==> src/rtl/bitmap_contiguous_page_allocator_core_macros.svh <==
// ----------------------------------------------------------------------------
// bitmap page allocator assertion macros
// shared property forms, clocked on clk and disabled while rst_n is low
// ----------------------------------------------------------------------------
`ifndef BITMAP_CONTIGUOUS_PAGE_ALLOCATOR_CORE_MACROS_SVH
`define BITMAP_CONTIGUOUS_PAGE_ALLOCATOR_CORE_MACROS_SVH

// consequent checked in the same cycle
`define BCPA_ASSERT_NOW(lbl, ante, cons, msg) \
  lbl: assert property (@(posedge clk) disable iff (!rst_n) (ante) |-> (cons)) \
    else $error(msg);

// consequent checked in the cycle after the antecedent
`define BCPA_ASSERT_NEXT(lbl, ante, cons, msg) \
  lbl: assert property (@(posedge clk) disable iff (!rst_n) (ante) |=> (cons)) \
    else $error(msg);

`endif

==> src/rtl/bcpa_pkg.sv <==
`timescale 1ns / 1ps
// ----------------------------------------------------------------------------
// bcpa_pkg
// shared types, field widths and codes of the bitmap page allocator
// ----------------------------------------------------------------------------
package bcpa_pkg;

  localparam int DEF_NUM_PAGES = 16384;
  localparam int DEF_WORD_BITS = 32;

  localparam int KIND_W  = 2;
  localparam int PAGE_FW = 14;
  localparam int CNT_W   = 15;
  localparam int STAT_W  = 2;
  localparam int IN_DW   = 32;
  localparam int OUT_DW  = 16;
  localparam int CFG_AW  = 2;
  localparam int CFG_DW  = 32;

  localparam logic [PAGE_FW-1:0] DEF_SEARCH_BASE = PAGE_FW'(4096);
  localparam logic [CFG_AW-1:0]  REG_SEARCH_BASE = '0;

  localparam logic [KIND_W-1:0] KIND_ALLOC   = 2'd0;
  localparam logic [KIND_W-1:0] KIND_FREE    = 2'd1;
  localparam logic [KIND_W-1:0] KIND_RESERVE = 2'd2;

  typedef enum logic [STAT_W-1:0] {
    STAT_DONE    = 2'd0,
    STAT_NOSPACE = 2'd1,
    STAT_ZERO    = 2'd2
  } stat_t;

  typedef enum logic [2:0] {
    ST_CLEAR,
    ST_IDLE,
    ST_CHECK,
    ST_INIT,
    ST_SCAN,
    ST_MARK,
    ST_RESP
  } state_t;

  typedef struct packed {
    logic  clr;
    logic  take;
    logic  found;
    logic  walk_init;
    logic  walk_run;
    logic  mark;
    logic  res_set;
    stat_t res_status;
    logic  res_alloc;
  } ctrl_cmd_t;

  typedef struct packed {
    logic              clr_last;
    logic [KIND_W-1:0] kind;
    logic              zero;
    logic              oob;
    logic              hit;
    logic              scan_end;
    logic              mark_end;
    logic              out_busy;
  } dp_stat_t;

endpackage

==> src/rtl/bcpa_ctrl.sv <==
`timescale 1ns / 1ps
// ----------------------------------------------------------------------------
// bcpa_ctrl
// sequencer: clearing pass, request check, word setup, scan, mark and response
// ----------------------------------------------------------------------------
module bcpa_ctrl
  import bcpa_pkg::*;
(
  input  logic      clk,
  input  logic      rst_n,
  input  logic      in_tvalid,
  output logic      in_tready,
  input  dp_stat_t  st,
  output ctrl_cmd_t cmd
);

  state_t state_r, state_nxt;
  stat_t  stat_r, stat_nxt;
  logic   mark_ph_r, mark_ph_nxt;

  always_ff @(posedge clk) begin
    if (!rst_n) begin
      state_r   <= ST_CLEAR;
      stat_r    <= STAT_DONE;
      mark_ph_r <= 1'b0;
    end else begin
      state_r   <= state_nxt;
      stat_r    <= stat_nxt;
      mark_ph_r <= mark_ph_nxt;
    end
  end

  always_comb begin
    state_nxt   = state_r;
    stat_nxt    = stat_r;
    mark_ph_nxt = mark_ph_r;
    unique case (state_r)
      ST_CLEAR: begin
        if (st.clr_last) state_nxt = ST_IDLE;
      end
      ST_IDLE: begin
        if (in_tvalid) state_nxt = ST_CHECK;
      end
      ST_CHECK: begin
        priority if (st.zero) begin
          stat_nxt  = STAT_ZERO;
          state_nxt = ST_RESP;
        end else if (st.kind != KIND_ALLOC && st.kind != KIND_FREE &&
                     st.kind != KIND_RESERVE) begin
          stat_nxt  = STAT_DONE;
          state_nxt = ST_RESP;
        end else if (st.oob) begin
          stat_nxt  = (st.kind == KIND_ALLOC) ? STAT_NOSPACE : STAT_DONE;
          state_nxt = ST_RESP;
        end else begin
          mark_ph_nxt = (st.kind != KIND_ALLOC);
          state_nxt   = ST_INIT;
        end
      end
      ST_INIT: begin
        state_nxt = mark_ph_r ? ST_MARK : ST_SCAN;
      end
      ST_SCAN: begin
        priority if (st.hit) begin
          mark_ph_nxt = 1'b1;
          state_nxt   = ST_INIT;
        end else if (st.scan_end) begin
          stat_nxt  = STAT_NOSPACE;
          state_nxt = ST_RESP;
        end
      end
      ST_MARK: begin
        if (st.mark_end) begin
          stat_nxt  = STAT_DONE;
          state_nxt = ST_RESP;
        end
      end
      ST_RESP: begin
        if (!st.out_busy) state_nxt = ST_IDLE;
      end
      default: state_nxt = ST_CLEAR;
    endcase
  end

  always_comb begin
    cmd            = '0;
    cmd.res_status = stat_r;
    in_tready      = 1'b0;
    unique case (state_r)
      ST_CLEAR: cmd.clr = 1'b1;
      ST_IDLE: begin
        in_tready = 1'b1;
        cmd.take  = in_tvalid;
      end
      ST_CHECK: ;
      ST_INIT:  cmd.walk_init = 1'b1;
      ST_SCAN: begin
        cmd.walk_run = 1'b1;
        cmd.found    = st.hit;
      end
      ST_MARK: begin
        cmd.walk_run = 1'b1;
        cmd.mark     = 1'b1;
      end
      ST_RESP: begin
        cmd.res_set   = !st.out_busy;
        cmd.res_alloc = (st.kind == KIND_ALLOC) && (stat_r == STAT_DONE);
      end
      default: ;
    endcase
  end

endmodule

==> config.mk <==
export PLATFORM = sky130hd
export DESIGN_NAME = bcpa_ctrl
export DESIGN_NICKNAME = d
export VERILOG_FILES = /design/src/rtl/bitmap_contiguous_page_allocator_core_macros.svh /design/src/rtl/bcpa_pkg.sv /design/src/rtl/bcpa_ctrl.sv
export SDC_FILE = /design/constraint.sdc
export NUM_CORES = 1
export LEC_CHECK = 0
export BUFFER_PORTS_ARGS = -buffer_cell sky130_fd_sc_hd__buf_2
export CAP_MARGIN = 20
export CELL_PAD_IN_SITES_DETAIL_PLACEMENT = 0
export CELL_PAD_IN_SITES_GLOBAL_PLACEMENT = 1
export CORE_MARGIN = 2
export CORE_UTILIZATION = 24
export DETAILED_ROUTE_END_ITERATION = 8
export GPL_ROUTABILITY_DRIVEN = 0
export PLACE_DENSITY_LB_ADDON = 0.3
export SYNTH_ARGS = -nofsm -noshare
export SYNTH_HDL_FRONTEND = slang
export SYNTH_SLANG_ARGS = --single-unit
==> constraint.sdc <==
create_clock -name clk -period 1.2 [get_ports clk]
set_input_delay 0 -clock clk [delete_from_list [all_inputs] [get_ports clk]]
set_output_delay 0 -clock clk [all_outputs]
set_load 0.005 [all_outputs]
Word level (Yosys, flattened, before mapping) --
Index checks and enable logic that the tools add are counted.
Word-level totals: logic and storage cells 70, output and inout bits 11, bits in registers 6, bits of input ports 12
Operators by class: equal/unequal tests 20, reductions and logical operators 14, multiplexer cells 33
Operators with widths (number):
- two-way mux 3 bit | 9
- inequality test 2 bit, second input constant | 11
- case mux 3 bit (7 select lines) | 1
- two-way mux 1 bit | 15
- AND reduction 5 bit | 3
- two-way mux 2 bit | 6
- equality test 3 bit, second input constant | 3
- equality test 3 x 2 -> 1 bit, second input constant | 2
- case mux 2 bit (3 select lines) | 1
- logical NOT 2 bit | 2
- inequality test 4 bit, second input constant | 1
- nonzero test 2 bit | 2
- equality test 3 x 1 -> 1 bit, second input constant | 1
- logical AND 1 bit | 3
- logical NOT 3 bit | 1
- inequality test 3 bit, second input constant | 1
- nonzero test 3 bit | 1
- inequality test 2 x 1 -> 1 bit, second input constant | 1
- case mux 1 bit (2 select lines) | 1
- OR reduction 2 bit | 1
- logical NOT 1 bit | 1

Longest topological paths before layout --
Gate-level depths: netlist (run 1).
depth after elaboration 6, gate-level depth with buffers 6, gate-level depth less buffers 5

Least setup slack after synthesis (run 1) --
Ideal clock, no wire load.
path type flip-flop to flip-flop, start point reg state_r[0], end point reg state_r[2], setup time 0.072 ns, cell stages (with the launch flop) 6, data arrival time 1.177 ns, clock period less this slack 1.249 ns, required time 1.128 ns, buffers on the path 1, setup slack -0.049 ns, cell sequence dfxtp_1 -> buf_6 -> nor4_1 -> a211oi_4 -> o21ai_2 -> mux2i_1
Between the ends: longest elaborated chain between the ends 3, elaborated cells on any way between the ends 14, those cells by class eq/ne (11); mux (1); reduce/logical (2)
Ends and longest elaborated chain:
- start: declaration | line bcpa_ctrl.sv:17 | state_t state_r, state_nxt;
- start signal: assignment | line bcpa_ctrl.sv:27 | state_r <= state_nxt;
- equality test 3 bit, or another cell as far along | line bcpa_ctrl.sv:37 | unique case (state_r)
- inequality test 3 bit (no line) / inequality test 2 bit (equally long branches)
- AND reduction 5 bit (no line)
Parallel ways exist; a longest one is shown, timed or not. A chain may end at the register's enable or synchronous reset.

Worst setup path after layout (run 1) --
start point reg state_r[2], end point reg state_r[0]
Same word-level chain as after synthesis.

==> results of run 1 <==
==> synthesized netlist by cell type <==
cell / n
buf_4: 1
nand2_1: 10
nor2b_1: 3
a21oi_1: 4
dfxtp_1: 6
nand2b_1: 1
nor3b_1: 2
a31oi_1: 1
and2_2: 1
buf_6: 1
nor4_1: 2
clkbuf_8: 3
o2111a_1: 1
nand3_1: 1
o21ai_0: 5
nor3_1: 5
o21a_1: 3
and4b_2: 1
mux2i_1: 3
a211oi_2: 1
or2b_4: 1
a211oi_4: 1
o32ai_2: 1
a22oi_1: 1
inv_4: 1
nor2_1: 9
o21ai_2: 1
and2_1: 1
inv_1: 1
o32a_2: 1
==> cells in the final DEF (no fill, tap or decap), types with 3 or more instances in the layout <==
cell type  Yosys  final
nand2_1       10      9
o21ai_0        5      3
nor2b_1        3      3
o21a_1         3      3
buf_2          0     21
dfxtp_4        0      3
mux2i_1        3      3
a21oi_1        4      3
nor2_1         9      9
dfxtp_1        6      3
buf_6          1      4
buf_4          1     12
clkbuf_4       0      3
==> cells by family (layout without fill, tap and decap cells) <==
kind of cell / after synthesis / after routing / synth area share
flops: 6 / 6 / 0.210
mux: 3 / 3 / 0.0525
buf+inv: 7 / 42 / 0.123
simple gates: 37 / 37 / 0.333
compound gates: 20 / 20 / 0.282
==> per-stage QoR <==
step                cells  area, sq um   util  power, mW  worst slack [ns]
floorplan              73          578      -      0.864           -0.0290
global placement      130          753  0.337       1.12            -0.192
detailed placement    130          753  0.337       1.12            -0.215
CTS                   135          847  0.379       1.42           -0.0939
global route          136          882  0.395       1.61            -0.128
finish                136          882  0.395       1.48           -0.0851
==> worst max-delay path: stages, from the launching register on <==
cell and delay, ns:
dfxtp_4 0.36, or2b_4 0.23, inv_4 0.05, a211oi_4 0.21
o21ai_2 0.10, o32ai_2 0.23
==> sequential cells by signal, indices dropped and copies added, names as in the netlist <==
register / flops
mark_ph_r: 1
stat_r: 2
state_r: 3
==> what timing repair did <==
action                                  in CTS  in global routing
pin swaps                                    6                  2
gates resized for setup                     17                  8
setup buffers                                2                  1
endpoints found under the setup margin      14                 11
==> layout make-up <==
class	count	area share
timing repair buffer	37	0.272
clock buffer	3	0.0255
multi-input combinational	60	0.499
sequential	6	0.149
inverter	2	0.0142
tap	28	0.0397
==> layer usage <==
layer,global-route usage,wire length [um],up-vias
met4,0.0513,17,0
li1,-,-,338
met3,0.0343,93,5
met1,0.150,699,289
met2,0.219,767,20
met5,0,0,-
==> path summary, 6_finish.rpt <==
kind,cells past startpoint,startpoint,end
worst max-delay path,5,state_r[2]$_SDFFE_PN0P_,state_r[0]$_SDFFE_PN0P_
worst min-delay path,3,st[5],stat_r[1]$_SDFFE_PN0P_
worst max register to register,5,state_r[2]$_SDFFE_PN0P_,state_r[0]$_SDFFE_PN0P_
worst min register to register,2,stat_r[0]$_SDFFE_PN0P_,stat_r[0]$_SDFFE_PN0P_
==> power breakdown <==
group	internal (mW)	switching (mW)	total [mW]
clock	0.113	0.0693	0.182
sequential	0.265	0.0817	0.346
combinational	0.516	0.432	0.948
total	0.893	0.583	1.48
==> results.ini, run 1 <==
[routing]
detailedRoute.firstIterationViolations=7
firstDrtPassIters=4
drc=0
wirelength_um=1580
vias=652
routed_via_density=4.79
wl_per_cell_um=11.6
ant_nets=0

[floorplan]
rows=17
io_pins=23
core_area_sq_um=2230
die-area_sq_um=2790
die_w_um=52.8
start_util=0.256
die_h_um=52.8

[synthesis]
synth.area.top_cells=dfxtp_1, clkbuf_8, nand2_1
synth_nets=85
synth_cells=73
synth_cell_types=30
ys_seq_area_frac=0.210
ys_warn_count=0
synth_top_area_share=0.210
syn_avg_cell_area_sq_um=7.83
ys_seq_elements=6
post-synth-top-area-cell=dfxtp_1
syn-cell-area_sq_um=572

[timing]
fmax_mhz=778
clock_skew_ns=0.00286
worst_hold_slack_ns=0.0667
fin_crit_sh=1.07
hold_viol=0
rsz0062_at_grt=yes
fin_crit_ns=1.29
worst_pin_slew_ns=0.400
drv_slew=0
worst_slack_ns=-0.0851
relSlewSlack=0.733
fin_tns_setup_ns=-0.211
setup_viol_count_final=5

[global_route]
grt_pass1_vias=612
grt_use_total=0.128
antenna_found_initial=0
overflow=0
grt_max_degree=11
grt_pass1_wl_um=2560

[critical_path]
r2r_setup_slack_ns=-0.09
timing_worst_setup_path_type=flop to flop
cp.required_ns=1.35
cp.arrival_ns=1.44
crit_fanout=8
worstSetupStartpointType=flop
crit_path_end_kind=flop

[clocking]
clk_pin_slew_ns=0.04
cts_buffer_depth=2
insertion_delay_ns=0.24
numCtsBuffers=3
postCtsHoldBufs=0
tritoncts_num_sinks=6
cts.htree.levels=1
cts-root-buf=clkbuf_4
cts_tree=done

[final_layout]
fillers=262
nNetsFinal=122
multi_input_area_sq_um=440
antennaDiodeCount=0
synthToLayoutAreaGrowth_pct=54.3
drive_gt1_frac=0.574
regArea_sq_um=131

[power_and_ir_drop]
powerDensity_nw_per_um2=1670
ir_drop_mv=0.782
p_leak_nw=0.397

[run]
maxCapViolations=0

[hold_path]
hold_class=primary input to flop

[outcome]
status=finished with violations
violations=negative setup slack

[place]
portBuffers=22
place_hpwl_um=1300

(Power assumes the default switching activity.)
==> run 2: changes to the inputs <==
--- a/config.mk
+++ b/config.mk
@@ -10,7 +10,8 @@
 export CELL_PAD_IN_SITES_DETAIL_PLACEMENT = 0
 export CELL_PAD_IN_SITES_GLOBAL_PLACEMENT = 1
 export CORE_MARGIN = 2
-export CORE_UTILIZATION = 24
+export CORE_UTILIZATION = 29
+export CTS_BUF_LIST = sky130_fd_sc_hd__clkbuf_8 sky130_fd_sc_hd__clkbuf_16
 export DETAILED_ROUTE_END_ITERATION = 8
 export GPL_ROUTABILITY_DRIVEN = 0
 export PLACE_DENSITY_LB_ADDON = 0.3
==> results.ini, run 2 (synthesis results as in run 1) <==
[final_layout]
synthToLayoutAreaGrowth_pct=80.1
antennaDiodeCount=0
fin_util=0.541
top_register=state_r
instances_no_fill=141
drive_gt1_frac=0.605
largest_reg_flops=3
final_cell_mix=buf_2, buf_4, nand2_1, buf_6, nor2_1
nNetsFinal=128
mostFrequentLayoutCell=buf_2
largestRegisters=state_r (3), stat_r (2), mark_ph_r (1)

[clocking]
postCtsHoldBufs=0
cts.htree.levels=1
cts_buffer_depth=2
cts_tree=done
cts-root-buf=clkbuf_8
numCtsBuffers=3
insertion_delay_ns=0.22
clk_pin_slew_ns=0.04
tritoncts_num_sinks=6

[floorplan]
start_util=0.301
io_pins=23
die-area_sq_um=2340
rows=16
core_area_sq_um=1900
die_h_um=48.4
die_w_um=48.4

[place]
portBuffers=22
dp.cells=130
place_hpwl_um=1200
post-place-ws_ns=-0.129

[global_route]
overflow=0
grt_max_degree=11
grt_use_total=0.169
grt_pass1_wl_um=3020
grt_pass1_vias=678
antenna_found_initial=0

[timing]
fin_crit_ns=1.29
clock_skew_ns=0.000510
worst_slack_ns=-0.0897
worst_hold_slack_ns=0.0728
fmax_mhz=775
worst_pin_slew_ns=0.405
hold_viol=0
fin_crit_sh=1.07
rsz0062_at_grt=yes
drv_slew=0
relSlewSlack=0.730
setup_viol_count_final=9

[routing]
firstDrtPassIters=4
wl_per_cell_um=13.4
wirelength_um=1900
vias=695
drc=0
ant_nets=0
detailedRoute.firstIterationViolations=4
routed_via_density=4.93

[critical_path]
rr_worst_depth=5
worstSetupStartpointType=flop
r2r_setup_slack_ns=-0.09
timing_worst_setup_path_type=flop to flop
cp.required_ns=1.33
crit_path_end=state_r[0]$_SDFFE_PN0P_
crit_fanout=5
r2r-start=state_r[2]$_SDFFE_PN0P_
cp.arrival_ns=1.42
crit_path_end_kind=flop
worstReg2RegEnd=state_r[0]$_SDFFE_PN0P_
setup.worst_path.start=state_r[2]$_SDFFE_PN0P_

[power_and_ir_drop]
ir_drop_mv=0.859
finalPower_mw=1.90
powerDensity_nw_per_um2=1850
p_leak_nw=0.454

[run]
maxCapViolations=0

[outcome]
status=finished with violations
violations=negative setup slack

[hold_path]
hold_class=primary input to flop

==> run 2: per-layer routing <==
metal	share of wire	routed length, um	track usage	vias to the layer above
li1	-	-	-	344
met1	0.44	833	0.190	324
met2	0.49	925	0.303	21
met3	0.045	86	0.0247	6
met4	0.026	49	0.100	0
met5	0	0	0	-
==> run 2: repair_timing <==
item                                    CTS  global route
pin swaps                                 3             7
buffers inserted                          6             2
endpoints found under the setup margin   11            11
gates resized for setup                  22            11
gates cloned                              0             0
==> run 2: worst min-delay path by stage <==
stage	from	endpoint	slack, ns	cells after the start
finish	st[5]	stat_r[1]$_SDFFE_PN0P_	0.07	3
global route	st[5]	stat_r[1]$_SDFFE_PN0P_	0.09	3
CTS	st[5]	stat_r[1]$_SDFFE_PN0P_	0.07	3
detailed placement	st[0]	cmd[3]	0.27	3
global placement	st[0]	cmd[3]	0.26	3
floorplan	st[0]	cmd[3]	0.03	1
==> run 2: layout make-up <==
type | count | area (sq um)
Fill cell | 178 | 872
Multi-Input combinational cell | 60 | 475
Timing Repair Buffer | 43 | 338
Sequential cell | 6 | 131
Clock buffer | 3 | 41.3
Tap cell | 27 | 33.8
Inverter | 2 | 10.0
==> run 2: where the power goes <==
part,switching [mW],total [mW],internal [mW]
clock,0.0877,0.303,0.216
sequential,0.0685,0.333,0.265
combinational,0.553,1.27,0.713
total,0.709,1.90,1.19
==> run 2: worst max-delay path: stages, from the launching register on <==
cell      delay [ns]
dfxtp_4         0.35
or2b_4          0.22
inv_4           0.04
a211oi_4        0.24
o21ai_2         0.12
o32ai_2         0.24
==> run 2: through the flow <==
step | TNS [ns] | instance area, sq um
finish | -0.310 | 1030
global route | -0.789 | 1030
CTS | -0.314 | 970
detailed placement | -0.534 | 772
global placement | -0.551 | 772
floorplan | -0.0290 | 578
==> run 3: changes to the inputs <==
--- a/config.mk
+++ b/config.mk
@@ -15,6 +15,7 @@
 export DETAILED_ROUTE_END_ITERATION = 8
 export GPL_ROUTABILITY_DRIVEN = 0
 export PLACE_DENSITY_LB_ADDON = 0.3
+export SKIP_CTS_REPAIR_TIMING = 1
 export SYNTH_ARGS = -nofsm -noshare
 export SYNTH_HDL_FRONTEND = slang
 export SYNTH_SLANG_ARGS = --single-unit
==> results.ini, run 3 (synthesis results as in run 1) <==
[hold_path]
whs_path_depth=3
hold_class=primary input to flop
min_from=st[5]
hold_end=stat_r[1]$_SDFFE_PN0P_

[routing]
ant_nets=0
wl_per_cell_um=12.5
routed_via_density=4.93
wl_met3_um=98
drc=0
dr.max_layer_used=met4
wirelength_um=1690
firstDrtPassIters=4
vias=665
wl_met2_um=769
drt-met1-wl_um=790
detailedRoute.firstIterationViolations=4

[critical_path]
worstSetupStartpointType=flop
r2r-start=state_r[2]$_SDFFE_PN0P_
crit_fanout=6
cp.required_ns=1.33
timing_worst_setup_path_type=flop to flop
r2r_setup_slack_ns=-0.08
worstReg2RegEnd=state_r[0]$_SDFFE_PN0P_
crit_path_end_kind=flop
setup.worst_path.start=state_r[2]$_SDFFE_PN0P_
rr_worst_depth=5
cp.arrival_ns=1.42

[clocking]
cts_buffer_depth=2
insertion_delay_ns=0.22
cts.htree.levels=1
cts_tree=done
numCtsBuffers=3
tritoncts_num_sinks=6
cts-root-buf=clkbuf_8
clk_pin_slew_ns=0.04

[floorplan]
start_util=0.301
io_pins=23
die_w_um=48.4
die-area_sq_um=2340
core_area_sq_um=1900
rows=16
die_h_um=48.4

[timing]
hold_viol=0
setup_viol_count_final=7
fin_crit_sh=1.07
clock_skew_ns=0.000656
worst_hold_slack_ns=0.0713
fin_crit_ns=1.28
worst_slack_ns=-0.0841
fmax_mhz=779
rsz0062_at_grt=yes
relSlewSlack=0.737
drv_slew=0
worst_pin_slew_ns=0.395

[final_layout]
multi_input_area_sq_um=457
fin_util=0.491
mostFrequentLayoutCell=buf_2
final_cell_mix=buf_2, nand2_1, buf_4
fillers=182
nNetsFinal=122
largestRegisters=state_r (3), stat_r (2), mark_ph_r (1)
antennaDiodeCount=0
regArea_sq_um=126
top_register=state_r
synthToLayoutAreaGrowth_pct=63.5
largest_reg_flops=3
drive_gt1_frac=0.556
final_area_sq_um=935

[outcome]
violations=negative setup slack
status=finished with violations

[run]
maxCapViolations=0

[power_and_ir_drop]
powerDensity_nw_per_um2=1810
finalPower_mw=1.70
ir_drop_mv=0.823
p_leak_nw=0.413

[place]
place_area_sq_um=772
portBuffers=22
place_hpwl_um=1200
post-place-ws_ns=-0.129

[global_route]
antenna_found_initial=0
overflow=0
grt_max_degree=11
grt_pass1_wl_um=2490
grt_pass1_vias=580
grt_use_total=0.137

-- run 3: cell count changes in the layout (fill, tap and decap cells not counted), sizes merged --
cell,delta
buf,-6
-- run 3: where the power goes --
group / switching [mW] / total (mW) / internal, mW
sequential: 0.0644 / 0.320 / 0.256
combinational: 0.486 / 1.07 / 0.580
clock: 0.0928 / 0.309 / 0.216
total: 0.643 / 1.70 / 1.05
-- run 3: cell type report --
cell class / count / area share
clock buffers: 3 / 0.0442
inverters: 2 / 0.0107
multi-input cells: 60 / 0.489
flip-flops and latches: 6 / 0.135
well taps: 27 / 0.0361
repair buffers: 37 / 0.285
-- run 3: per-stage QoR --
step / std cells / TNS, ns
3_3_place_gp: 130 / -0.551
2_1_floorplan: 73 / -0.0290
3_5_place_dp: 130 / -0.534
5_1_grt: 135 / -0.794
4_1_cts: 133 / -1.20
6_report: 135 / -0.431
-- run 3: per-layer routing --
metal  track usage  vias to the layer above
met5             0                        -
li1              -                      331
met3        0.0247                        4
met1         0.164                      307
met2         0.227                       23
met4        0.0857                        0
-- run 3: worst max path at each step --
stage,end,slack (ns)
after floorplan,state_r[0]$_SDFFE_PN0P_,-0.03
after global placement,stat_r[0]$_SDFFE_PN0P_,-0.13
after detailed placement,stat_r[1]$_SDFFE_PN0P_,-0.13
after CTS,cmd[7],-0.17
after global routing,cmd[8],-0.12
final,state_r[0]$_SDFFE_PN0P_,-0.08
-- run 3: worst max-delay path, cell delays in order (launching register included) --
cell and delay [ns]:
dfxtp_4 0.36, or2b_4 0.22, inv_4 0.04, a211oi_4 0.23, o21ai_2 0.11, o32ai_2 0.23
